==> src/str_pkg.sv <==
// ----------------------------------------------------------------------------
// str_pkg: shared types and constants for the stepper trapezoid ramp unit
// Holds field widths, command and phase codes, and the request and result
// structures passed between the top level and the ramp core.
// ----------------------------------------------------------------------------
package str_pkg;

	// Field widths.
	localparam int CMD_W   = 2;
	localparam int LEVEL_W = 4;
	localparam int COUNT_W = 32;
	localparam int STEP_W  = 16;
	localparam int PHASE_W = 2;

	// Number of entries in the speed table.
	localparam int SPEED_LEVELS = 16;

	// Highest level a start may set; the target field cannot exceed its width.
	localparam int LEVEL_CAP = (SPEED_LEVELS - 1 > (1 << LEVEL_W) - 1)
		? (1 << LEVEL_W) - 1 : SPEED_LEVELS - 1;
	localparam logic [LEVEL_W-1:0] LEVEL_MAX = LEVEL_CAP[LEVEL_W-1:0];

	// Reset value of the reload step register.
	localparam logic [STEP_W-1:0] RELOAD_STEP_RST = 16'd2500;

	typedef enum logic [CMD_W-1:0] {
		CMD_START = 2'd0,
		CMD_STOP  = 2'd1,
		CMD_TICK  = 2'd2,
		CMD_PULSE = 2'd3
	} cmd_t;

	typedef enum logic [PHASE_W-1:0] {
		PH_CRUISE = 2'd0,
		PH_ACCEL  = 2'd1,
		PH_DECEL  = 2'd2
	} phase_t;

	typedef struct packed {
		cmd_t                command;
		logic [LEVEL_W-1:0]  target_level;
		logic [COUNT_W-1:0]  pulse_total;
	} item_t;

	typedef struct packed {
		logic [STEP_W-1:0]   reload_value;
		logic                running;
		logic                step_level;
		logic [PHASE_W-1:0]  phase;
		logic [LEVEL_W-1:0]  speed_level;
	} result_t;

endpackage

==> src/str_ifs.sv <==
// ----------------------------------------------------------------------------
// str_ifs: channel interfaces of the stepper trapezoid ramp unit
// Command channel, result channel and reload step write channel, each with
// valid, ready and its payload.
// ----------------------------------------------------------------------------
interface str_cmd_if;
	logic                        valid;
	logic                        ready;
	logic [str_pkg::CMD_W-1:0]   command;
	logic [str_pkg::LEVEL_W-1:0] target_level;
	logic [str_pkg::COUNT_W-1:0] pulse_total;

	modport source (output valid, output command, output target_level,
		output pulse_total, input ready);
	modport sink (input valid, input command, input target_level,
		input pulse_total, output ready);
endinterface

interface str_rsp_if;
	logic                        valid;
	logic                        ready;
	logic [str_pkg::STEP_W-1:0]  reload_value;
	logic                        running;
	logic                        step_level;
	logic [str_pkg::PHASE_W-1:0] phase;
	logic [str_pkg::LEVEL_W-1:0] speed_level;

	modport source (output valid, output reload_value, output running,
		output step_level, output phase, output speed_level, input ready);
	modport sink (input valid, input reload_value, input running,
		input step_level, input phase, input speed_level, output ready);
endinterface

interface str_cfg_if;
	logic                       valid;
	logic                       ready;
	logic [str_pkg::STEP_W-1:0] reload_step;

	modport source (output valid, output reload_step, input ready);
	modport sink (input valid, input reload_step, output ready);
endinterface

==> src/stepper_trapezoid_ramp_unit.sv <==
// ----------------------------------------------------------------------------
// stepper_trapezoid_ramp_unit: stepper pulse generator with trapezoidal ramp
// Takes start, stop, ramp tick and pulse requests and returns one result per
// request: the next timer reload, run flag, step pin, phase and speed level.
//
//   Channel  Dir  Payload
//   cmd      in   command, target_level, pulse_total
//   rsp      out  reload_value, running, step_level, phase, speed_level
//   cfg      in   reload_step (always ready)
//
// A request is registered on acceptance and its result is then registered
// in the result register; one request is taken per cycle unless rsp stalls.
// The rate is set by the single state update between the two registers.
// A stalled result holds the request register; cmd ready drops only then.
// Reset clears all ramp state and loads reload_step with 2500.
// ----------------------------------------------------------------------------
module stepper_trapezoid_ramp_unit (
	input  logic   clk,
	input  logic   arst_n,
	str_cmd_if.sink   cmd,
	str_rsp_if.source rsp,
	str_cfg_if.sink   cfg
);
	import str_pkg::*;

	logic               valid_s1;
	item_t              item_s1;
	logic               adv_s1;
	logic               rsp_valid_q;
	result_t            result_q;
	result_t            result_d;
	logic [STEP_W-1:0]  reload_step_q;

	// Reload step register.
	assign cfg.ready = 1'b1;

	always_ff @(posedge clk or negedge arst_n) begin
		if (!arst_n) begin
			reload_step_q <= RELOAD_STEP_RST;
		end else if (cfg.valid) begin
			reload_step_q <= cfg.reload_step;
		end
	end

	// Request register moves on when the result register is free.
	assign adv_s1    = valid_s1 && (!rsp_valid_q || rsp.ready);
	assign cmd.ready = !valid_s1 || adv_s1;

	always_ff @(posedge clk or negedge arst_n) begin
		if (!arst_n) begin
			valid_s1 <= 1'b0;
		end else if (cmd.ready) begin
			valid_s1 <= cmd.valid;
		end
	end

	always_ff @(posedge clk) begin
		if (cmd.ready && cmd.valid) begin
			item_s1.command      <= cmd_t'(cmd.command);
			item_s1.target_level <= cmd.target_level;
			item_s1.pulse_total  <= cmd.pulse_total;
		end
	end

	// Ramp state and event logic.
	str_core u_core (
		.clk         (clk),
		.arst_n      (arst_n),
		.fire        (adv_s1),
		.item        (item_s1),
		.reload_step (reload_step_q),
		.result      (result_d)
	);

	// Result register.
	always_ff @(posedge clk or negedge arst_n) begin
		if (!arst_n) begin
			rsp_valid_q <= 1'b0;
		end else if (adv_s1) begin
			rsp_valid_q <= 1'b1;
		end else if (rsp.ready) begin
			rsp_valid_q <= 1'b0;
		end
	end

	always_ff @(posedge clk) begin
		if (adv_s1) begin
			result_q <= result_d;
		end
	end

	assign rsp.valid        = rsp_valid_q;
	assign rsp.reload_value = result_q.reload_value;
	assign rsp.running      = result_q.running;
	assign rsp.step_level   = result_q.step_level;
	assign rsp.phase        = result_q.phase;
	assign rsp.speed_level  = result_q.speed_level;

	a_adv_fills_result: assert property (@(posedge clk) disable iff (!arst_n)
		adv_s1 |=> rsp_valid_q)
		else $error("processed request left no result");

	a_accept_fills_s1: assert property (@(posedge clk) disable iff (!arst_n)
		(cmd.valid && cmd.ready) |=> valid_s1)
		else $error("accepted request not registered");

	a_stall_blocks_input: assert property (@(posedge clk) disable iff (!arst_n)
		(valid_s1 && !adv_s1) |-> !cmd.ready)
		else $error("request taken while request register is stalled");

endmodule

==> src/str_core.sv <==
// ----------------------------------------------------------------------------
// str_core: ramp state and event logic
// Holds the run, phase, level and pulse counters, applies one registered
// request per cycle while fired, and gives the result of the updated state.
// ----------------------------------------------------------------------------
module str_core (
	input  logic                          clk,
	input  logic                          arst_n,
	input  logic                          fire,
	input  str_pkg::item_t                item,
	input  logic [str_pkg::STEP_W-1:0]    reload_step,
	output str_pkg::result_t              result
);
	import str_pkg::*;

	phase_t               phase_q, phase_d;
	logic [LEVEL_W-1:0]   lvl_q, lvl_d;
	logic [LEVEL_W-1:0]   goal_q, goal_d;
	logic [COUNT_W-1:0]   done_q, done_d;
	logic [COUNT_W-1:0]   total_q, total_d;
	logic [COUNT_W-1:0]   decel_q, decel_d;
	logic                 pend_q, pend_d;
	logic                 run_q, run_d;
	logic                 pin_q, pin_d;
	logic [COUNT_W-1:0]   decel_cand;
	logic [COUNT_W-1:0]   done_inc;
	logic [LEVEL_W+STEP_W-1:0] prod;

	// Remaining pulses at a ramp end, and the count after this pulse.
	assign decel_cand = (total_q > done_q) ? (total_q - done_q) : '0;
	assign done_inc   = done_q + 1'b1;

	// Next state for the registered request.
	always_comb begin
		phase_d = phase_q;
		lvl_d   = lvl_q;
		goal_d  = goal_q;
		done_d  = done_q;
		total_d = total_q;
		decel_d = decel_q;
		pend_d  = pend_q;
		run_d   = run_q;
		pin_d   = pin_q;
		case (item.command)
			CMD_START: begin
				if (item.pulse_total == '0) begin
					run_d = 1'b0;
				end else if (!run_q) begin
					done_d  = '0;
					pend_d  = 1'b0;
					lvl_d   = '0;
					goal_d  = (item.target_level > LEVEL_MAX) ? LEVEL_MAX : item.target_level;
					total_d = item.pulse_total;
					phase_d = PH_ACCEL;
					decel_d = '0;
					run_d   = 1'b1;
				end
			end
			CMD_STOP: begin
				run_d = 1'b0;
			end
			CMD_TICK: begin
				pend_d = 1'b1;
			end
			CMD_PULSE: begin
				if (run_q) begin
					// A pending tick moves the level one step toward the goal, or enters cruise at it.
					if (phase_q != PH_CRUISE && pend_q) begin
						pend_d = 1'b0;
						if (phase_q == PH_DECEL) begin
							if (lvl_q > goal_q) begin
								lvl_d = lvl_q - 1'b1;
							end else begin
								phase_d = PH_CRUISE;
							end
						end else begin
							if (lvl_q < goal_q) begin
								lvl_d = lvl_q + 1'b1;
							end else begin
								phase_d = PH_CRUISE;
							end
						end
						if (phase_d == PH_CRUISE) begin
							decel_d = decel_cand;
						end
					end
					// Count the pulse, then check for the end and the decel point.
					done_d = done_inc;
					if (done_inc >= total_q) begin
						run_d   = 1'b0;
						phase_d = PH_CRUISE;
					end else if (phase_d == PH_CRUISE && done_inc >= decel_d) begin
						phase_d = PH_DECEL;
						goal_d  = '0;
					end
					pin_d = !pin_q;
				end
			end
			default: begin
			end
		endcase
	end

	// State registers advance once per processed request.
	always_ff @(posedge clk or negedge arst_n) begin
		if (!arst_n) begin
			phase_q <= PH_CRUISE;
			lvl_q   <= '0;
			goal_q  <= '0;
			done_q  <= '0;
			total_q <= '0;
			decel_q <= '0;
			pend_q  <= 1'b0;
			run_q   <= 1'b0;
			pin_q   <= 1'b0;
		end else if (fire) begin
			phase_q <= phase_d;
			lvl_q   <= lvl_d;
			goal_q  <= goal_d;
			done_q  <= done_d;
			total_q <= total_d;
			decel_q <= decel_d;
			pend_q  <= pend_d;
			run_q   <= run_d;
			pin_q   <= pin_d;
		end
	end

	// Result fields come from the updated state.
	assign prod = lvl_d * reload_step;

	always_comb begin
		result.reload_value = prod[STEP_W-1:0];
		result.running      = run_d;
		result.step_level   = pin_d;
		result.phase        = phase_d;
		result.speed_level  = lvl_d;
	end

	a_level_bound: assert property (@(posedge clk) disable iff (!arst_n)
		lvl_q <= LEVEL_MAX && goal_q <= LEVEL_MAX)
		else $error("speed level or goal above the table");

	a_run_falls_on_request: assert property (@(posedge clk) disable iff (!arst_n)
		$fell(run_q) |-> $past(fire))
		else $error("run flag cleared without a request");

	a_pin_toggles_on_pulse: assert property (@(posedge clk) disable iff (!arst_n)
		(fire && item.command == CMD_PULSE && run_q) |=> pin_q != $past(pin_q))
		else $error("step pin did not toggle on a pulse");

endmodule
==> src/flat_wrapper.sv <==
// flat-port wrapper written by rule: the top's interface ports become plain ports
module stepper_trapezoid_ramp_unit_flat import str_pkg::*;
  (clk, arst_n, cmd_valid, cmd_command, cmd_target_level, cmd_pulse_total, cmd_ready, rsp_valid, rsp_reload_value, rsp_running, rsp_step_level, rsp_phase, rsp_speed_level, rsp_ready, cfg_valid, cfg_reload_step, cfg_ready);
  str_cmd_if cmd_i ();
  str_rsp_if rsp_i ();
  str_cfg_if cfg_i ();
  input  logic clk;
  input  logic arst_n;
  input wire logic [$bits(cmd_i.valid)-1:0] cmd_valid;
  input wire logic [$bits(cmd_i.command)-1:0] cmd_command;
  input wire logic [$bits(cmd_i.target_level)-1:0] cmd_target_level;
  input wire logic [$bits(cmd_i.pulse_total)-1:0] cmd_pulse_total;
  output wire logic [$bits(cmd_i.ready)-1:0] cmd_ready;
  output wire logic [$bits(rsp_i.valid)-1:0] rsp_valid;
  output wire logic [$bits(rsp_i.reload_value)-1:0] rsp_reload_value;
  output wire logic [$bits(rsp_i.running)-1:0] rsp_running;
  output wire logic [$bits(rsp_i.step_level)-1:0] rsp_step_level;
  output wire logic [$bits(rsp_i.phase)-1:0] rsp_phase;
  output wire logic [$bits(rsp_i.speed_level)-1:0] rsp_speed_level;
  input wire logic [$bits(rsp_i.ready)-1:0] rsp_ready;
  input wire logic [$bits(cfg_i.valid)-1:0] cfg_valid;
  input wire logic [$bits(cfg_i.reload_step)-1:0] cfg_reload_step;
  output wire logic [$bits(cfg_i.ready)-1:0] cfg_ready;
  assign cmd_i.valid = cmd_valid;
  assign cmd_i.command = cmd_command;
  assign cmd_i.target_level = cmd_target_level;
  assign cmd_i.pulse_total = cmd_pulse_total;
  assign cmd_ready = cmd_i.ready;
  assign rsp_valid = rsp_i.valid;
  assign rsp_reload_value = rsp_i.reload_value;
  assign rsp_running = rsp_i.running;
  assign rsp_step_level = rsp_i.step_level;
  assign rsp_phase = rsp_i.phase;
  assign rsp_speed_level = rsp_i.speed_level;
  assign rsp_i.ready = rsp_ready;
  assign cfg_i.valid = cfg_valid;
  assign cfg_i.reload_step = cfg_reload_step;
  assign cfg_ready = cfg_i.ready;
  stepper_trapezoid_ramp_unit u_core (.clk(clk), .arst_n(arst_n), .cmd(cmd_i), .rsp(rsp_i), .cfg(cfg_i));
endmodule
==> config.mk <==
export PLATFORM = sky130hd
export DESIGN_NAME = stepper_trapezoid_ramp_unit_flat
export DESIGN_NICKNAME = d
export VERILOG_FILES = /design/src/str_pkg.sv /design/src/str_ifs.sv /design/src/stepper_trapezoid_ramp_unit.sv /design/src/str_core.sv /design/src/flat_wrapper.sv
export SDC_FILE = /design/constraint.sdc
export NUM_CORES = 1
export LEC_CHECK = 0
export BUFFER_PORTS_ARGS = -buffer_cell sky130_fd_sc_hd__buf_2
export CORE_UTILIZATION = 56
export CTS_CLUSTER_SIZE = 30
export DETAILED_ROUTE_END_ITERATION = 8
export PLACE_DENSITY_LB_ADDON = 0.05
export RECOVER_POWER = 25
export SLEW_MARGIN = 40
export SYNTH_ARGS = -nofsm -noshare
export SYNTH_HDL_FRONTEND = slang
export SYNTH_HIERARCHICAL = 1
export SYNTH_SLANG_ARGS = --single-unit
export TNS_END_PERCENT = 1
==> constraint.sdc <==
create_clock -name clk -period 5.6 [get_ports clk]
set_input_delay 0.56 -clock clk [delete_from_list [all_inputs] [get_ports clk]]
set_output_delay 0.56 -clock clk [all_outputs]
set_load 0.005 [all_outputs]
# After elaboration in Yosys (flattened, before gate mapping)
# Cells that the tools add are included.
# word_totals
reg_bits,189
input_bits,59
out_inout_bits,27
word_cells,118
# op_classes
addsub,4
multipliers,1
order_cmp,6
n_eq_ne,10
muxes,54
bitwise,2
n_reduce_logical,21
# op_table
operator,n
two-way mux 32 bit,9
case mux 32 bit (2 select lines),2
>= comparator 32 bit,2
two-way mux 4 bit,13
adder 32 x 1 -> 32 bit (second input constant),1
> comparator 32 bit,1
logical NOT 32 bit,1
subtractor 32 bit,1
two-way mux 2 bit,14
multiplier 4 x 16 -> 16 bit,1
case mux 4 bit (2 select lines),2
inequality test 2 bit (second input constant),6
two-way mux 1 bit,11
AND reduction 7 bit,1
equality test 2 bit (second input constant),3
logical NOT 2 bit,3
case mux 1 bit (3 select lines),2
AND reduction 6 bit,1
nonzero test 2 bit,3
AND reduction 5 bit,1
adder 4 x 1 -> 4 bit (second input constant),1
> comparator 4 bit,1
> comparator 4 bit (second input constant),1
logical AND 1 bit,4
9 further kinds,13

# Logic depth before layout (Yosys ltp)
# logic_depth
word_depth,17
mapped_depth,23
depth_no_buf,23

# By module
# Netlist, hierarchy kept.
# by_module_without_submodules
module,n_inst,cells_each,area_per_inst_um2,seq_area_each_um2
str_core,1,1131,10177.3,2727.6
stepper_trapezoid_ramp_unit,1,106,2617.5,2318.5

# Worst setup path after synthesis
# OpenSTA, ideal clock, no wires.
# synth_timing
path_type,register to register
from,reg u_core.u_core.lvl_q[1]
to,"reg u_core.result_q, in the netlist u_core/rsp.reload_value[15], data pin"
setup_time_ns,0.269
arrival_ns,5.309
t_required_ns,5.331
setup_slack_ns,0.022
path_stages_with_launch,22
path_buffers,0
period_less_slack_ns,5.578
cell_sequence,dfrtp_1 -> ha_1 -> nor2b_4 -> o211ai_2 -> nand2_1 -> o32a_1 -> or4_4 -> o211ai_4 -> nand2_1 -> fa_1 -> fa_1 -> inv_1 -> ha_1 -> a211o_1 -> a21oi_1 -> o21bai_1 -> a21o_1 -> a211o_1 -> a21o_1 -> a21oi_1 -> o21ai_0 -> xor3_1
# synth_lines
element,line_no,source
"start, declared",str_core.sv:17,"logic [LEVEL_W-1:0] lvl_q, lvl_d;"
"start signal, assigned",str_core.sv:118,lvl_q <= lvl_d;
"end signal, assigned",stepper_trapezoid_ramp_unit.sv:88,result_q <= result_d;
"end, declared",stepper_trapezoid_ramp_unit.sv:30,result_t result_q;

==> flow_metrics.env <==
export IMPL_yosysWarningCount=6
export IMPL_synth_edff_count=62
export IMPL_rows=54
export IMPL_ir_drop_uv=244
export IMPL_synthArstFlopShare_pct=67.2
export IMPL_critPathCaptureType="flip-flop"
export IMPL_worstMarginPinSlew_ns=4.89
export IMPL_slew_violations=86
export IMPL_io_buffers=84
export IMPL_clockRootBuffer="clkbuf_16"
export IMPL_drt_iter0_drc=616
export IMPL_ys_seq_area_share_pct=39.4
export IMPL_cp_max_fo=3
export IMPL_slew_headroom_pct=-226
export IMPL_die_area_um2=23500
export IMPL_drt_pass1_iter_count=5
export IMPL_cts_reportedPaths_clkPinSlew_ns=0.08
export IMPL_grt_max_degree=86
export IMPL_grt_pass1_wl_um=50100
export IMPL_postCtsHoldBufs=0
export IMPL_synthFlopType="dfrtp_1"
export IMPL_cts_max_level=4
export IMPL_die_h_um=153
export IMPL_gr_usage_all_layers_pct=27.1
export IMPL_start_util_pct=57.9
export IMPL_clockBufferDepth=2
export IMPL_synth_area_um2=12800
export IMPL_fp_dieW_um=153
export IMPL_cp_required_ns=5.79
export IMPL_crit_type="flip-flop to flip-flop"
export IMPL_critPathArrivalTime_ns=5.73
export IMPL_p_leak_nw=6.86
export IMPL_setup_worst_path_start_class="flip-flop"
export IMPL_fin_crit_ns=5.54
export IMPL_outcome="complete, but fails checks"
export IMPL_wirelength_um=30700
export IMPL_hpwl_um=22800
export IMPL_post_place_ws_ns=-0.151
export IMPL_fmax_mhz=181
export IMPL_fin_nets=1589
export IMPL_maxCapViolCount=1
export IMPL_rsz0062_at_grt="true"
export IMPL_syn_instance_count=1237
export IMPL_numClockSinks=189
export IMPL_areaGrowthSynthToFinish_pct=14.5
export IMPL_rr_worst_depth=27
export IMPL_setup_viol=0
export IMPL_synth_seq_cells=189
export IMPL_hold_violations=0
export IMPL_antenna_found_initial=2
export IMPL_core_area_um2=22100
export IMPL_antenna_left=0
export IMPL_whs_path_depth=1
export IMPL_worst_slack_ns=0.0643
export IMPL_overflow=0
export IMPL_first_global_vias=9664
export IMPL_ys_types=76
export IMPL_cts_tree="yes"
export IMPL_post_route_cells_drive_above_1_share_pct=20.8
export IMPL_failed_checks="capacitance limit, slew limit"
export IMPL_globalplace_congestion=0.931
export IMPL_final_util_pct=66.3
export IMPL_vias_per_cell=5.85
export IMPL_numCtsBuffers=17
export IMPL_layout_common_cells="122 x dfrtp_1, 122 x ha_1, 111 x inv_1, 96 x nand2_1, 83 x buf_2"
export IMPL_post_route_period_util_pct=98.9
export IMPL_drcViolationCount=0
export IMPL_clk_latency_ns=0.44
export IMPL_hp_class="input pin to flip-flop"
export IMPL_skew_ns=0.0178
export IMPL_synth_nets=1445
export IMPL_boundaryPins=86
export IMPL_route_vias_total=9811
export IMPL_powerDensity_nw_per_um2=405
export IMPL_fill_cells=1795
export IMPL_wl_per_cell_um=18.3
export IMPL_avgSynthCellArea_um2=10.3
state kept, by name, indices dropped and copies added, names as in the netlist:
name                     cells
u_core/u_core/phase_q        2
u_core/rsp.running           1
u_core/rsp.reload_value     16
u_core/u_core/run_q          1
u_core/u_core/total_q       32
u_core/u_core/lvl_q          4
u_core/u_core/pend_q         1
u_core/rsp.valid             1
u_core/reload_step_q        16
u_core/rsp.step_level        1
u_core/item_s1              38
u_core/u_core/done_q        32
u_core/u_core/goal_q         4
u_core/rsp.speed_level       4
u_core/valid_s1              1
u_core/u_core/pin_q          1
u_core/u_core/decel_q       32
u_core/rsp.phase             2
final cells by class:
type / instances / area (um2) / area share [%]
well taps: 280 / 350 / 2.39
flip-flops and latches: 189 / 5050 / 34.4
clock inverters: 14 / 146 / 0.999
repair buffers: 166 / 1050 / 7.14
diodes: 2 / 5.00 / 0.0342
inverters: 112 / 420 / 2.87
multi-input cells: 895 / 7210 / 49.2
clock buffers: 18 / 429 / 2.93
stage by stage:
step | instances | setup TNS (ns) | hold WS (ns) | power, mW | area [um2]
after floorplan | 1237 | 0 | 0.264 | 3.78 | 12800
after CTS | 1668 | 0 | 0.235 | 5.91 | 14600
after global placement | 1634 | -0.0471 | 0.463 | 4.66 | 14000
final | 1676 | 0 | 0.285 | 5.93 | 14700
after global routing | 1676 | -0.448 | 0.265 | 6.34 | 14700
after detailed placement | 1634 | -0.251 | 0.463 | 4.69 | 14000
worst max-delay path, stage by stage, from the launching register on:
cell and delay (ns):
dfrtp_1 0.37, inv_2 0.06, ha_4 0.26, nor2b_4 0.13
o211ai_2 0.09, buf_4 0.15, a21o_1 0.16, o32a_1 0.19
or4_4 0.50, o211ai_4 0.12, buf_4 0.15, buf_4 0.10
nand2_1 0.07, fa_1 0.54, inv_1 0.06, fa_1 0.47
ha_1 0.30, o21a_1 0.13, a21oi_2 0.14, o21bai_1 0.08
a21o_1 0.19, a211o_1 0.28, a21o_1 0.20, a21oi_2 0.18
buf_4 0.13, buf_4 0.09, buf_4 0.09, xnor2_1 0.05
metal layers:
metal  GRT usage, %  up-vias  wire length (um)
met4           7.60        0               536
li1               -     4797                 -
met3           4.22       31              1450
met5              0        -                 0
met2           42.0      239             13600
met1           39.3     4744             15100
final timing paths:
kind	slack (ns)	end	startpoint
min in group asynchronous	1.87	u_core/u_core/done_q[22]$_DFFE_PN0P_	arst_n
max reg2reg	0.06	u_core/rsp.reload_value[13]$_DFFE_PP_	u_core/u_core/goal_q[1]$_DFFE_PN0P_
min reg2reg	0.48	u_core/rsp.valid$_DFFE_PN0P_	u_core/valid_s1$_DFFE_PN0P_
max in group asynchronous	0.96	u_core/u_core/done_q[26]$_DFFE_PN0P_	arst_n
min	0.28	u_core/item_s1[32]$_DFFE_PP_	cmd_target_level[0]
max	0.06	u_core/rsp.reload_value[13]$_DFFE_PP_	u_core/u_core/goal_q[1]$_DFFE_PN0P_
synth_stat cells, types with 5 or more instances:
| library cell | instances | area, um2 |
|---|---|---|
| ha_1 | 123 | 1540 |
| a21o_1 | 40 | 300 |
| a211o_1 | 5 | 43.8 |
| mux2_2 | 40 | 450 |
| a31oi_1 | 9 | 56.3 |
| a31o_2 | 6 | 52.6 |
| o21a_1 | 9 | 67.6 |
| and2_1 | 9 | 56.3 |
| a22oi_1 | 30 | 225 |
| inv_1 | 112 | 420 |
| a22o_1 | 57 | 499 |
| nor3_1 | 10 | 50.1 |
| nor2b_1 | 8 | 50.1 |
| nor2_1 | 51 | 191 |
| xor2_1 | 12 | 105 |
| dfrtp_1 | 122 | 3050 |
| and3_1 | 31 | 194 |
| o211ai_1 | 6 | 45.0 |
| buf_1 | 5 | 18.8 |
| nand4_1 | 28 | 175 |
| nand2b_1 | 8 | 50.1 |
| o21ai_1 | 5 | 25.0 |
| o21bai_1 | 5 | 37.5 |
| xnor2_1 | 60 | 526 |
| edfxtp_1 | 62 | 1860 |
| a211oi_1 | 5 | 37.5 |
| mux2_4 | 10 | 150 |
| clkbuf_1 | 31 | 116 |
| nand3_1 | 29 | 145 |
| nand2_1 | 98 | 368 |
| o21ai_0 | 49 | 245 |
| nor4_1 | 10 | 62.6 |
| dfstp_2 | 5 | 131 |
| a21oi_1 | 56 | 280 |
| fa_1 | 26 | 521 |
timing repair:
action,4_1_cts,5_1_grt
pin swaps,7,14
cloned,0,0
hold endpoints to repair,0,0
resized for setup,5,8
endpoints found under the setup margin,2,10
setup buffers,2,5
report_power, final:
| part | total (mW) | internal, mW | leakage [nW] | switching (mW) |
|---|---|---|---|---|
| Combinational | 2.88 | 1.29 | 4.36 | 1.59 |
| Sequential | 1.87 | 1.70 | 2.23 | 0.175 |
| Clock | 1.18 | 0.594 | 0.279 | 0.587 |
logic make-up (layout without fill, tap and decap cells):
group           Yosys count  after routing  share of synthesized area [%]
xor+xnor                 74             74                           5.30
mux                      53             53                           4.93
fa+ha+maj               149            149                           16.1
other cells               1              3                         0.0293
compound gates          313            313                           17.2
flops                   189            189                           39.4
buf+inv                 153            310                           4.76
simple gates            305            305                           12.2
Power figures use the tool's default switching activity.
